### config.mk
export PLATFORM = sky130hd
export DESIGN_NAME = pin_change_event_detector_core
export DESIGN_NICKNAME = d
export VERILOG_FILES = /design/src/design/pced_pkg.sv /design/src/design/pced_ctrl.sv /design/src/design/pced_dp.sv /design/src/design/pin_change_event_detector_core.sv
export SDC_FILE = /design/constraint.sdc
export NUM_CORES = 1
export LEC_CHECK = 0
export ABC_AREA = 1
export BUFFER_PORTS_ARGS = -buffer_cell sky130_fd_sc_hd__buf_2
export CAP_MARGIN = 5
export CORE_ASPECT_RATIO = 0.5
export CORE_MARGIN = 2
export CORE_UTILIZATION = 50
export DETAILED_ROUTE_END_ITERATION = 10
export GPL_ROUTABILITY_DRIVEN = 0
export GPL_TIMING_DRIVEN = 0
export PLACE_DENSITY = 0.67
export SLEW_MARGIN = 20
export SYNTH_ARGS = -nofsm -noshare
export SYNTH_HDL_FRONTEND = slang
export SYNTH_SLANG_ARGS = --single-unit
### constraint.sdc
create_clock -name clk -period 4.1 [get_ports clk]
set_input_delay 0.41 -clock clk [delete_from_list [all_inputs] [get_ports clk]]
set_output_delay 0.41 -clock clk [all_outputs]
set_load 0.01 [all_outputs]
### src/design/pced_pkg.sv
// ----------------------------------------------------------------------------
// pced_pkg
// Shared types and constants for the pin change event detector: request and
// event payloads, opcodes, and the control and status bundles between the
// controller and the datapath.
// ----------------------------------------------------------------------------
package pced_pkg;

    // width of the pin masks and of the level vector
    localparam int MASK_W = 30;
    localparam int PIN_W  = 5;

    // default number of pins watched
    localparam int PCED_PIN_COUNT = 30;

    // request opcodes
    localparam logic [1:0] OP_POLL   = 2'd0;
    localparam logic [1:0] OP_ARM    = 2'd1;
    localparam logic [1:0] OP_DISARM = 2'd2;

    // one request item
    typedef struct packed {
        logic [1:0]        opcode;
        logic [PIN_W-1:0]  pin_index;
        logic              invert_pin;
        logic              has_handler;
        logic [MASK_W-1:0] pin_levels;
    } cmd_t;

    // one event item
    typedef struct packed {
        logic [PIN_W-1:0] event_pin;
        logic             event_active;
        logic             last_event;
    } evt_t;

    // controller to datapath
    typedef struct packed {
        logic accept;
        logic step;
        logic emit;
    } ctl_t;

    // datapath to controller
    typedef struct packed {
        logic is_poll;
        logic pending_any;
        logic hit;
        logic last;
        logic slot_free;
    } sts_t;

endpackage

### src/design/pced_ctrl.sv
// ----------------------------------------------------------------------------
// pced_ctrl
// Controller: takes requests while idle and walks the pin scan of a poll,
// issuing one step per pin and an emit for each pin that raised an event.
// ----------------------------------------------------------------------------
module pced_ctrl (
    input  logic           clk,
    input  logic           rst_n,
    input  logic           cmd_valid,
    output logic           cmd_stall,
    input  pced_pkg::sts_t sts,
    output pced_pkg::ctl_t ctl
);
    import pced_pkg::*;

    typedef enum logic {
        ST_IDLE,
        ST_SCAN
    } state_t;

    state_t state_reg;
    state_t state_next;

    // request acceptance and scan commands
    always_comb
    begin
        cmd_stall  = (state_reg != ST_IDLE);
        ctl.accept = cmd_valid && (state_reg == ST_IDLE);
        ctl.step   = (state_reg == ST_SCAN) && sts.pending_any && (!sts.hit || sts.slot_free);
        ctl.emit   = (state_reg == ST_SCAN) && sts.pending_any && sts.hit && sts.slot_free;
    end

    // next state
    always_comb
    begin
        state_next = state_reg;
        unique case (state_reg)
            ST_IDLE:
            begin
                if (ctl.accept && sts.is_poll)
                begin
                    state_next = ST_SCAN;
                end
            end
            ST_SCAN:
            begin
                if (!sts.pending_any)
                begin
                    state_next = ST_IDLE;
                end
            end
            default:
            begin
                state_next = ST_IDLE;
            end
        endcase
    end

    // state register
    always_ff @(posedge clk or negedge rst_n)
    begin
        if (!rst_n)
        begin
            state_reg <= ST_IDLE;
        end
        else
        begin
            state_reg <= state_next;
        end
    end

endmodule

### src/design/pced_dp.sv
// ----------------------------------------------------------------------------
// pced_dp
// Datapath: the four pin masks, the pending event vector of a poll, the scan
// index and the event output register.
// ----------------------------------------------------------------------------
module pced_dp #(
    parameter int PIN_COUNT = pced_pkg::PCED_PIN_COUNT
) (
    input  logic           clk,
    input  logic           rst_n,
    input  pced_pkg::cmd_t cmd,
    input  pced_pkg::ctl_t ctl,
    output pced_pkg::sts_t sts,
    output logic           evt_valid,
    input  logic           evt_stall,
    output pced_pkg::evt_t evt
);
    import pced_pkg::*;

    // pins that exist: below both the pin count and the mask width
    localparam logic [PIN_W:0] PIN_LIMIT =
        (PIN_W+1)'((PIN_COUNT < MASK_W) ? PIN_COUNT : MASK_W);
    localparam logic [MASK_W-1:0] VALID_MASK =
        (PIN_COUNT >= MASK_W) ? {MASK_W{1'b1}} : MASK_W'((64'd1 << PIN_COUNT) - 64'd1);

    logic [MASK_W-1:0] interest_reg;
    logic [MASK_W-1:0] invert_reg;
    logic [MASK_W-1:0] reported_reg;
    logic [MASK_W-1:0] handler_reg;
    logic [MASK_W-1:0] pending_reg;
    logic [MASK_W-1:0] active_reg;
    logic [PIN_W-1:0]  idx_reg;
    logic              evt_valid_reg;
    evt_t              evt_reg;

    logic              pin_ok;
    logic [MASK_W-1:0] pin_sel;
    logic              arm_active;
    logic [MASK_W-1:0] active_now;
    logic [MASK_W-1:0] changed;
    logic [MASK_W-1:0] idx_sel;
    logic [MASK_W-1:0] rest;

    // decode of the addressed pin
    always_comb
    begin
        pin_ok     = ({1'b0, cmd.pin_index} < PIN_LIMIT);
        pin_sel    = pin_ok ? (MASK_W'(1) << cmd.pin_index) : '0;
        arm_active = (|(cmd.pin_levels & pin_sel)) ^ cmd.invert_pin;
    end

    // active levels and changed armed pins for a poll
    always_comb
    begin
        active_now = (cmd.pin_levels ^ invert_reg) & VALID_MASK;
        changed    = (active_now ^ reported_reg) & interest_reg & VALID_MASK;
    end

    // scan position and events still to come after it
    always_comb
    begin
        idx_sel = MASK_W'(1) << idx_reg;
        rest    = pending_reg & ~idx_sel;
    end

    assign sts.is_poll     = (cmd.opcode == OP_POLL);
    assign sts.pending_any = |pending_reg;
    assign sts.hit         = |(pending_reg & idx_sel);
    assign sts.last        = (rest == '0);
    assign sts.slot_free   = !evt_valid_reg || !evt_stall;

    // pin masks and scan state
    always_ff @(posedge clk or negedge rst_n)
    begin
        if (!rst_n)
        begin
            interest_reg <= '0;
            invert_reg   <= '0;
            reported_reg <= '0;
            handler_reg  <= '0;
            pending_reg  <= '0;
            idx_reg      <= '0;
        end
        else if (ctl.accept)
        begin
            unique case (cmd.opcode)
                OP_POLL:
                begin
                    reported_reg <= (reported_reg & ~changed) | (active_now & changed);
                    pending_reg  <= changed & handler_reg;
                    idx_reg      <= '0;
                end
                OP_ARM:
                begin
                    interest_reg <= interest_reg | pin_sel;
                    invert_reg   <= cmd.invert_pin ? (invert_reg | pin_sel)
                                                   : (invert_reg & ~pin_sel);
                    handler_reg  <= cmd.has_handler ? (handler_reg | pin_sel)
                                                    : (handler_reg & ~pin_sel);
                    reported_reg <= arm_active ? (reported_reg & ~pin_sel)
                                               : (reported_reg | pin_sel);
                end
                OP_DISARM:
                begin
                    interest_reg <= interest_reg & ~pin_sel;
                    handler_reg  <= handler_reg & ~pin_sel;
                end
                default:
                begin
                    pending_reg <= pending_reg;
                end
            endcase
        end
        else if (ctl.step)
        begin
            if (ctl.emit)
            begin
                pending_reg <= rest;
            end
            idx_reg <= idx_reg + PIN_W'(1);
        end
    end

    // active levels of the poll being scanned
    always_ff @(posedge clk)
    begin
        if (ctl.accept && sts.is_poll)
        begin
            active_reg <= active_now;
        end
    end

    // event output register
    always_ff @(posedge clk or negedge rst_n)
    begin
        if (!rst_n)
        begin
            evt_valid_reg <= 1'b0;
        end
        else if (ctl.emit)
        begin
            evt_valid_reg <= 1'b1;
        end
        else if (!evt_stall)
        begin
            evt_valid_reg <= 1'b0;
        end
    end

    always_ff @(posedge clk)
    begin
        if (ctl.emit)
        begin
            evt_reg.event_pin    <= idx_reg;
            evt_reg.event_active <= |(active_reg & idx_sel);
            evt_reg.last_event   <= sts.last;
        end
    end

    assign evt_valid = evt_valid_reg;
    assign evt       = evt_reg;

endmodule

### src/design/pin_change_event_detector_core.sv
// ----------------------------------------------------------------------------
// pin_change_event_detector_core
// Watches a vector of pin levels and reports active-state changes of armed
// pins as a stream of events.
// ----------------------------------------------------------------------------
// Arm and disarm requests leave the block idle, so it is ready again in the
// next cycle. A poll request compares all pins at once in its accept cycle, then
// a scan index walks the pins one per cycle, except while the event output is
// stalled, from pin 0 up to the highest pin that raised an event, handing one
// event per hit pin to the output register; the block takes no new request
// until the scan is through. Events come out in ascending pin order, the last
// one of a poll flagged by last_event.
// ----------------------------------------------------------------------------
module pin_change_event_detector_core #(
    parameter int PIN_COUNT = pced_pkg::PCED_PIN_COUNT
) (
    input  logic           clk,
    input  logic           rst_n,
    input  logic           cmd_valid,
    output logic           cmd_stall,
    input  pced_pkg::cmd_t cmd,
    output logic           evt_valid,
    input  logic           evt_stall,
    output pced_pkg::evt_t evt
);
    import pced_pkg::*;

    ctl_t ctl;
    sts_t sts;

    // request sequencing
    pced_ctrl u_ctrl (
        .clk       (clk),
        .rst_n     (rst_n),
        .cmd_valid (cmd_valid),
        .cmd_stall (cmd_stall),
        .sts       (sts),
        .ctl       (ctl)
    );

    // masks, scan and event register
    pced_dp #(
        .PIN_COUNT (PIN_COUNT)
    ) u_dp (
        .clk       (clk),
        .rst_n     (rst_n),
        .cmd       (cmd),
        .ctl       (ctl),
        .sts       (sts),
        .evt_valid (evt_valid),
        .evt_stall (evt_stall),
        .evt       (evt)
    );

    // no request is taken while a poll still has events to hand out
    a_no_accept_while_pending: assert property (@(posedge clk) disable iff (!rst_n)
        sts.pending_any |-> cmd_stall)
        else $error("request accepted while poll events pending");

    // an emitted event shows up on the output in the next cycle
    a_emit_reaches_output: assert property (@(posedge clk) disable iff (!rst_n)
        ctl.emit |=> evt_valid)
        else $error("emitted event not presented");

    // the event flagged last leaves nothing pending
    a_last_clears_pending: assert property (@(posedge clk) disable iff (!rst_n)
        (ctl.emit && sts.last) |=> !sts.pending_any)
        else $error("events remain after last event");

endmodule
==> results of run 1 <==
==> cells in the mapped netlist (2+ instances only) <==
master,instances,share of area
inv_2,10,0.0034
o211ai_1,4,0.0027
ha_1,9,0.010
o22ai_1,36,0.021
clkbuf_1,37,0.013
xnor2_1,30,0.024
nor2_1,147,0.050
nand2_4,2,0.0021
dfrtp_1,157,0.36
nand2_2,6,0.0034
inv_1,170,0.058
clkinv_1,2,0.00069
nand4_1,18,0.010
o31ai_1,2,0.0014
a21oi_2,9,0.0072
o21ai_0,148,0.068
a31oi_1,46,0.026
nor2_4,2,0.0021
nor4_1,9,0.0051
nand3_1,111,0.051
nor3_1,10,0.0046
buf_2,7,0.0032
edfxtp_1,37,0.10
nor2_2,5,0.0029
o21ai_1,14,0.0064
nand2_1,290,0.099
a21oi_1,41,0.019
buf_4,5,0.0034
buf_1,5,0.0017
buf_6,10,0.010
xor2_1,31,0.025
==> worst register-to-register path: stages, from the launching register on <==
cell	delay [ps]
dfrtp_1	380
inv_1	80
nand2_1	260
nor2_4	540
clkinv_1	540
clkbuf_1	480
o21ai_0	260
o21ai_0	140
a31oi_1	240
a21oi_2	80
==> kinds of logic after synthesis <==
logic type / Yosys count
buffers and inverters: 246
adders and majority gates: 9
xor gates and xnor gates: 61
AOI/OAI and AO/OA: 302
and+or+nand+nor: 605
DFF: 194
==> path summary, 6_finish.rpt <==
kind | end | slack [ps] | cells past startpoint
min in group asynchronous | async pin | 510 | 2
max in group asynchronous | u_dp.idx_reg[2] | 2660 | 3
hold reg to reg | u_dp.evt[6] | 500 | 0
hold / removal | u_dp.evt_valid | 270 | 3
setup / recovery | register | 1000 | 9
setup reg to reg | register | 1000 | 9
==> stage by stage <==
step / hold WS [ps] / TNS [ps] / area, um^2 / setup WS, ps
2_1_floorplan: 114 / 0 / 11000 / 706
3_3_place_gp: 473 / -72710 / 11600 / -1350
3_5_place_dp: 453 / 0 / 11600 / 1050
4_1_cts: 268 / 0 / 12300 / 1080
5_1_grt: 294 / 0 / 12300 / 876
6_report: 272 / 0 / 12300 / 996
==> routing by layer <==
| metal | part of all wire | track usage | up-vias | wire (um) |
|---|---|---|---|---|
| li1 | - | - | 4814 | - |
| met1 | 0.43 | 0.507 | 5111 | 16600 |
| met2 | 0.40 | 0.486 | 665 | 15500 |
| met3 | 0.15 | 0.133 | 77 | 5860 |
| met4 | 0.022 | 0.0928 | 0 | 840 |
| met5 | 0 | 0 | - | 0 |
==> placed cells by master (no fill, tap or decap), types with 17 or more instances in the layout <==
cell and instances:
clkbuf_1 37, xnor2_1 30, dfrtp_1 157, clkbuf_16 17, edfxtp_1 37, nor2_1 146
o22ai_1 36, a31oi_1 46, nand2_1 290, nand4_1 18, o21ai_0 148, buf_2 53
a21oi_1 41, xor2_1 31, nand3_1 111, inv_1 170
==> power by group <==
part / internal, mW / switching [mW] / leakage [nW]
Combinational: 0.532 / 1.11 / 3.09
Clock: 1.07 / 0.828 / 0.315
Sequential: 2.36 / 0.291 / 2.33
Total: 3.96 / 2.23 / 5.73
==> final cells by class <==
cell class | count | area (um^2)
Buffer | 64 | 343
Clock buffer | 19 | 453
Clock inverter | 13 | 198
Fill cell | 2015 | 9280
Inverter | 182 | 683
Multi-Input combinational cell | 977 | 4900
Sequential cell | 194 | 5040
Tap cell | 300 | 375
Timing Repair Buffer | 50 | 310
==> timing repair <==
action | CTS | global route
hold endpoints to repair | 79 | 0
hold buffers | 1 | 0
resized for setup | 0 | 0
==> flow_metrics.py, run 1 <==
metrics = {
    "drt": {
        "vias_per_cell": 5.93,
        "vias": 10700,
        "routed_wl_um": 38700,
        "drt-pass1-iter-count": 5,
        "drc_errors": 0,
        "drtIter0Drc": 1420,
        "wl_per_cell_um": 21.5,
        "ant_nets": 0,
    },
    "finish": {
        "layout.nets": 1538,
        "n_antenna_cell": 0,
        "layout-drive-gt1-share": 0.0941,
        "area_growth_pct": 12.3,
        "post-route-util": 0.570,
        "final_cells": 1799,
    },
    "critical_path": {
        "cp-start-kind": "register",
        "critical_path.startpoint": "u_ctrl.cmd_stall",
        "crit_family": "buffers and inverters",
        "path_max_fanout": 14,
        "crit_top_cell": "o21ai_0",
        "slowest_delay_ps": 540,
        "cpMaxStageDelayCell": "clkinv_1",
        "crit_arrival_ps": 3440,
        "worstPathRequired_ps": 4440,
        "crit_type": "reg -> reg",
        "timing.rr.start": "u_ctrl.cmd_stall",
        "cp_cell_sequence": "inv_1, nand2_1, nor2_4, clkinv_1, clkbuf_1, o21ai_0, o21ai_0, a31oi_1, a21oi_2",
        "end_kind": "register",
        "crit_buf_inv": 3,
    },
    "synthesis": {
        "synth.net_count": 1469,
        "synth_top_family_by_area": "simple AND/OR/NAND/NOR gates",
        "ys_types": 38,
        "synthXorXnorAreaFrac": 0.0487,
        "synthesis.area_um2": 11000,
        "synth-compound-area-share": 0.152,
        "ys_seq_elements": 194,
        "synthMuxAreaShare": 0,
        "synthSimpleGateAreaFrac": 0.235,
        "synth_edf_count": 37,
        "ys.flop_type": "dfrtp_1",
        "synth_seq_area_share": 0.460,
        "syn_inst": 1417,
        "avgSynthCellArea_um2": 7.73,
        "async_reset_ff_frac": 0.809,
        "yosys_warnings": 0,
        "synth_fa_ha_area_frac": 0.0103,
    },
    "die": {
        "initial_utilization": 0.508,
        "die_area_um2": 23200,
        "fp-row-count": 38,
        "top_level_ports": 52,
        "core_area_um2": 21600,
        "die_w_um": 213,
        "fp.dieH_um": 109,
    },
    "timing": {
        "slew_headroom": 0.297,
        "final.period_utilization": 0.757,
        "period_needed_ps": 3100,
        "hold_viol": 0,
        "tightest_slew_ps": 1050,
        "max_freq_ghz": 0.322,
        "fin_worst_skew_ps": 12.2,
        "slew_violations": 0,
        "rsz0062_at_grt": "false",
        "setup_violations": 0,
    },
    "global_route": {
        "grt_max_degree": 81,
        "antenna_found_initial": 0,
        "grt.total_usage": 0.349,
        "grt_pass1_vias": 9845,
        "grt_pass1_wl_um": 58800,
        "grt_overflow": 0,
    },
    "pwr": {
        "power_density_nw_per_um2": 503,
        "ir_drop_v": 0.000290,
        "p_total_mw": 6.18,
        "p_leak_nw": 5.73,
    },
    "clock_tree": {
        "cts_made_buffers": 17,
        "root_buffer": "clkbuf_16",
        "clock_latency_ps": 450,
        "cts_tree": "done",
        "clockBufferDepth": 2,
        "cts.sinks": 194,
        "cts_htree_levels": 4,
        "cts.clk_slew.worst_paths_ps": 70,
        "cts_setup_buffers": 0,
    },
    "outcome": {
        "status": "complete, no violations",
    },
    "place": {
        "dpl.cell_count": 1766,
        "numPortBuffers": 47,
        "place_hpwl_um": 28600,
    },
    "hold_path": {
        "hold_class": "in -> reg",
        "hold_path_startpoint": "evt_stall",
    },
    "run": {
        "maxCapViolCount": 0,
    },
}
Power figures use the tool's default switching activity.
==> run 2, diff against run 1 <==
==> constraint.sdc (replaced) <==
create_clock -name clk -period 2.93 [get_ports clk]
set_input_delay 0.293 -clock clk [delete_from_list [all_inputs] [get_ports clk]]
set_output_delay 0.293 -clock clk [all_outputs]
set_load 0.01 [all_outputs]
==> run 2 against run 1 <==
  * Global-route usage is 0.17 points lower
  * Clock-buffer cell count is 1 higher
  * Critical path type unchanged
  * Final cell count hardly changed
  * Sequential share of layout area is 0.41 points higher
==> flow_metrics.py, run 2 (synthesis results as in run 1) <==
metrics = {
    "hold_path": {
        "hold_class": "in -> reg",
    },
    "pwr": {
        "p_leak_nw": 5.67,
        "power_density_nw_per_um2": 670,
        "ir_drop_v": 0.000400,
    },
    "drt": {
        "vias": 10600,
        "drc_errors": 0,
        "drt-pass1-iter-count": 6,
        "drtIter0Drc": 1547,
        "vias_per_cell": 5.89,
        "ant_nets": 0,
        "routed_wl_um": 38800,
        "wl_per_cell_um": 21.6,
    },
    "clock_tree": {
        "clockBufferDepth": 2,
        "cts_tree": "done",
        "cts.sinks": 194,
        "clock_latency_ps": 450,
        "cts_made_buffers": 17,
        "cts_htree_levels": 4,
        "root_buffer": "clkbuf_16",
        "cts.clk_slew.worst_paths_ps": 80,
    },
    "die": {
        "top_level_ports": 52,
        "core_area_um2": 21600,
        "fp.dieH_um": 109,
        "die_area_um2": 23200,
        "fp-row-count": 38,
        "initial_utilization": 0.508,
        "die_w_um": 213,
    },
    "finish": {
        "final_common_cell": "nand2_1",
        "final_cell_mix": "nand2_1, inv_1, dfrtp_1",
        "post-route-util": 0.564,
        "layout-drive-gt1-share": 0.0941,
        "area_growth_pct": 11.1,
        "layout.nets": 1538,
        "n_antenna_cell": 0,
        "fin_area_um2": 12200,
    },
    "timing": {
        "slew_violations": 0,
        "hold_slack_ps": 151,
        "setup_tns_ps": 0,
        "hold_viol": 0,
        "slew_headroom": 0.227,
        "setup_violations": 0,
        "fin_worst_skew_ps": 11.0,
        "rsz0062_at_grt": "false",
        "max_freq_ghz": 0.353,
        "tightest_slew_ps": 1160,
        "period_needed_ps": 2830,
        "final.period_utilization": 0.967,
    },
    "place": {
        "dpl_cell_area_um2": 11600,
        "place_hpwl_um": 28700,
        "numPortBuffers": 47,
    },
    "critical_path": {
        "end_kind": "register",
        "crit_family": "buffers and inverters",
        "worstPathRequired_ps": 3320,
        "slowest_delay_ps": 630,
        "cpMaxStageDelayCell": "buf_1",
        "crit_arrival_ps": 3230,
        "crit_buf_inv": 4,
        "cp_cell_sequence": "inv_1, nand2_1, inv_1, clkbuf_1, buf_1, nand3_1, o22ai_1, nand2_1, nand2_1",
        "cp-start-kind": "register",
        "path_max_fanout": 10,
        "crit_type": "reg -> reg",
        "crit_top_cell": "nand2_1",
    },
    "global_route": {
        "grt_pass1_vias": 9988,
        "antenna_found_initial": 0,
        "grt_overflow": 0,
        "grt_max_degree": 81,
        "grt_pass1_wl_um": 58400,
        "grt.total_usage": 0.348,
    },
    "outcome": {
        "status": "complete, no violations",
    },
    "run": {
        "maxCapViolCount": 0,
    },
}
## run 2: path summary, 6_finish.rpt
check                                 endpoint  slack (ps)  cells after the start              from
min                             u_dp.evt_valid         150                      3         evt_stall
max reg2reg                u_dp.pending_reg[4]         100                      9  u_ctrl.cmd_stall
min in group asynchronous            async pin         410                      2             rst_n
max                        u_dp.pending_reg[4]         100                      9  u_ctrl.cmd_stall
max in group asynchronous            async pin        1690                      3             rst_n
min reg2reg                        u_dp.evt[6]         460                      0   u_dp.idx_reg[4]
## run 2: report_power, final
group | leakage (nW) | internal, mW | total, mW | switching (mW)
clock network | 0.251 | 1.07 | 2.16 | 1.09
registers | 2.33 | 3.30 | 3.69 | 0.398
logic | 3.09 | 0.746 | 2.31 | 1.56
total | 5.67 | 5.12 | 8.16 | 3.04
## run 2: tightest hold or removal path, delay by kind of cell
| family | cells | cell delay (ps) |
|---|---|---|
| buffers and inverters | 1 | 70 |
| AND/OR/NAND/NOR | 2 | 200 |
## run 2: repair_timing
item                                    CTS  global route
cloned                                    0             0
endpoints found under the setup margin    8             8
hold buffers                              1             0
setup buffers                             1             0
hold endpoints to repair                 79             0
pin swaps                                 1             0
resized for setup                         0             5
## run 2: final cells by class
| class | count | area [um^2] |
|---|---|---|
| plain buffers | 63 | 338 |
| clock buffers | 20 | 437 |
| clock inverters | 11 | 67.6 |
| fillers | 2042 | 9410 |
| inverters | 182 | 687 |
| multi-input cells | 977 | 4920 |
| flip-flops and latches | 194 | 5040 |
| well taps | 300 | 375 |
| repair buffers | 51 | 318 |
## run 2: per-layer routing
metal / GRT usage / wire length, um / vias up
li1: - / - / 4799
met1: 0.489 / 16200 / 5003
met2: 0.479 / 15200 / 694
met3: 0.144 / 6050 / 95
met4: 0.124 / 1280 / 0
met5: 0 / 0 / -
## run 2: metrics by stage
stage	cells	setup slack, ps	total power [mW]
finish	1798	96.2	8.16
detailed placement	1766	-58.6	5.94
floorplan	1417	223	5.07
global route	1798	55.8	8.52
global placement	1764	-1260	5.86
CTS	1799	31.9	8.06
==> run 3, diff against run 2 <==
--- a/config.mk
+++ b/config.mk
@@ -14,6 +14,7 @@
 export DETAILED_ROUTE_END_ITERATION = 10
 export GPL_ROUTABILITY_DRIVEN = 0
 export GPL_TIMING_DRIVEN = 0
+export MAX_ROUTING_LAYER = met4
 export PLACE_DENSITY = 0.67
 export SLEW_MARGIN = 20
 export SYNTH_ARGS = -nofsm -noshare
==> run 3 against run 2 <==
  * Critical path depth did not move
  * Cell area did not move
  * Fmax fell by 0.49%
  * Worst setup slack got worse by 14 ps
  * Largest cell class unchanged
  * Largest power group unchanged
==> flow_metrics.py, run 3 (synthesis results as in run 1) <==
metrics = {
    "outcome": {
        "status": "complete, no violations",
    },
    "finish": {
        "n_antenna_cell": 0,
        "area_growth_pct": 11.1,
        "multi_input_area_um2": 4920,
        "layout-drive-gt1-share": 0.0941,
        "layout.nets": 1538,
        "register_area_um2": 5040,
        "fillers": 2042,
        "final_common_cell": "nand2_1",
        "final_cell_mix": "nand2_1, inv_1, dfrtp_1",
        "post-route-util": 0.564,
    },
    "pwr": {
        "p_int_mw": 5.12,
        "clkPwrFrac": 0.264,
        "power_density_nw_per_um2": 670,
        "p_leak_nw": 5.67,
        "p_total_mw": 8.17,
        "p_sw_frac": 0.373,
        "combPwrFrac": 0.283,
        "switching_power_mw": 3.05,
        "ir_drop_v": 0.000405,
        "power_frac_seq": 0.452,
    },
    "die": {
        "fp-row-count": 38,
        "die_w_um": 213,
        "fp.dieH_um": 109,
        "initial_utilization": 0.508,
        "top_level_ports": 52,
        "die_area_um2": 23200,
        "core_area_um2": 21600,
    },
    "timing": {
        "setup_violations": 0,
        "rsz0062_at_grt": "false",
        "tightest_slew_ps": 1190,
        "hold_slack_ps": 148,
        "max_freq_ghz": 0.351,
        "slew_violations": 0,
        "fin_worst_skew_ps": 11.4,
        "slew_headroom": 0.208,
        "hold_viol": 0,
        "final.period_utilization": 0.972,
        "period_needed_ps": 2850,
    },
    "clock_tree": {
        "cts.sinks": 194,
        "cts.clk_slew.worst_paths_ps": 80,
        "clockBufferDepth": 2,
        "cts_htree_levels": 4,
        "clock_latency_ps": 460,
        "cts_tree": "done",
        "root_buffer": "clkbuf_16",
        "cts_made_buffers": 17,
    },
    "critical_path": {
        "crit_type": "reg -> reg",
        "path_max_fanout": 10,
        "cp-start-kind": "register",
        "critical_path.startpoint": "u_ctrl.cmd_stall",
        "timing.rr.start": "u_ctrl.cmd_stall",
        "end_kind": "register",
        "crit_arrival_ps": 3240,
        "worstPathRequired_ps": 3320,
    },
    "run": {
        "maxCapViolCount": 0,
    },
    "drt": {
        "drtIter0Drc": 1496,
        "vias_per_cell": 5.92,
        "drc_errors": 0,
        "vias": 10600,
        "wl_per_cell_um": 21.6,
        "drt-pass1-iter-count": 6,
        "ant_nets": 0,
        "routed_wl_um": 38900,
    },
    "global_route": {
        "grt_overflow": 0,
        "grt_pass1_wl_um": 58500,
        "grt.total_usage": 0.359,
        "grt_pass1_vias": 9971,
        "grt_max_degree": 81,
        "antenna_found_initial": 0,
    },
    "place": {
        "numPortBuffers": 47,
        "place_hpwl_um": 28700,
    },
    "hold_path": {
        "hold_class": "in -> reg",
        "hold_path_startpoint": "evt_stall",
    },
}
## run 3: critical path: stages, from the launching register on
cell and delay (ps):
dfrtp_1 390, inv_1 90, nand2_1 260, inv_1 180, clkbuf_1 440, buf_1 650
nand3_1 390, o22ai_1 230, nand2_1 80, nand2_1 70
## run 3: per-stage QoR
stage / cells / instance area, um^2 / setup WS, ps / TNS, ps
after floorplan: 1417 / 11000 / 223 / 0
after global placement: 1764 / 11600 / -1260 / -210080
after detailed placement: 1766 / 11600 / -58.6 / -167
after CTS: 1799 / 12200 / 31.9 / 0
after global routing: 1798 / 12200 / 55.9 / 0
final: 1798 / 12200 / 82.4 / 0
## run 3: area by class of cell
type	instances	area share
Multi-Input combinational cell	977	0.404
Tap cell	300	0.0308
Timing Repair Buffer	51	0.0261
Buffer	63	0.0277
Sequential cell	194	0.414
Clock buffer	20	0.0359
Inverter	182	0.0564
Clock inverter	11	0.00555
## run 3: final timing paths
check	slack, ps	cells past startpoint	end
worst min-delay path	150	3	u_dp.evt_valid
max in group asynchronous	1680	3	async pin
min in group asynchronous	410	2	async pin
worst max register to register	80	9	u_dp.pending_reg[4]
worst min register to register	450	0	u_dp.evt[6]
worst max-delay path	80	9	u_dp.pending_reg[4]
## run 3: metal layers
layer / up-vias / GRT usage / routed length, um
met5: - / - / 0
met4: 0 / 0.121 / 1240
met3: 92 / 0.144 / 6040
met2: 677 / 0.479 / 15300
met1: 5061 / 0.491 / 16200
li1: 4812 / - / -
## run 3: power groups by stage
stage / Combinational, mW / Clock [mW] / Sequential, mW
5_1_grt: 2.51 / 2.27 / 3.74
2_1_floorplan: 1.44 / 0 / 3.63
6_report: 2.31 / 2.16 / 3.69
3_5_place_dp: 2.21 / 0 / 3.73
3_3_place_gp: 2.15 / 0 / 3.71
4_1_cts: 2.23 / 2.15 / 3.68
## run 3: timing repair
action | 4_1_cts | 5_1_grt
setup endpoints to repair | 8 | 8
buffers inserted | 1 | 0
endpoints found under the hold margin | 79 | 0
hold buffers | 1 | 0
gates resized for setup | 0 | 5
pin swaps | 1 | 0
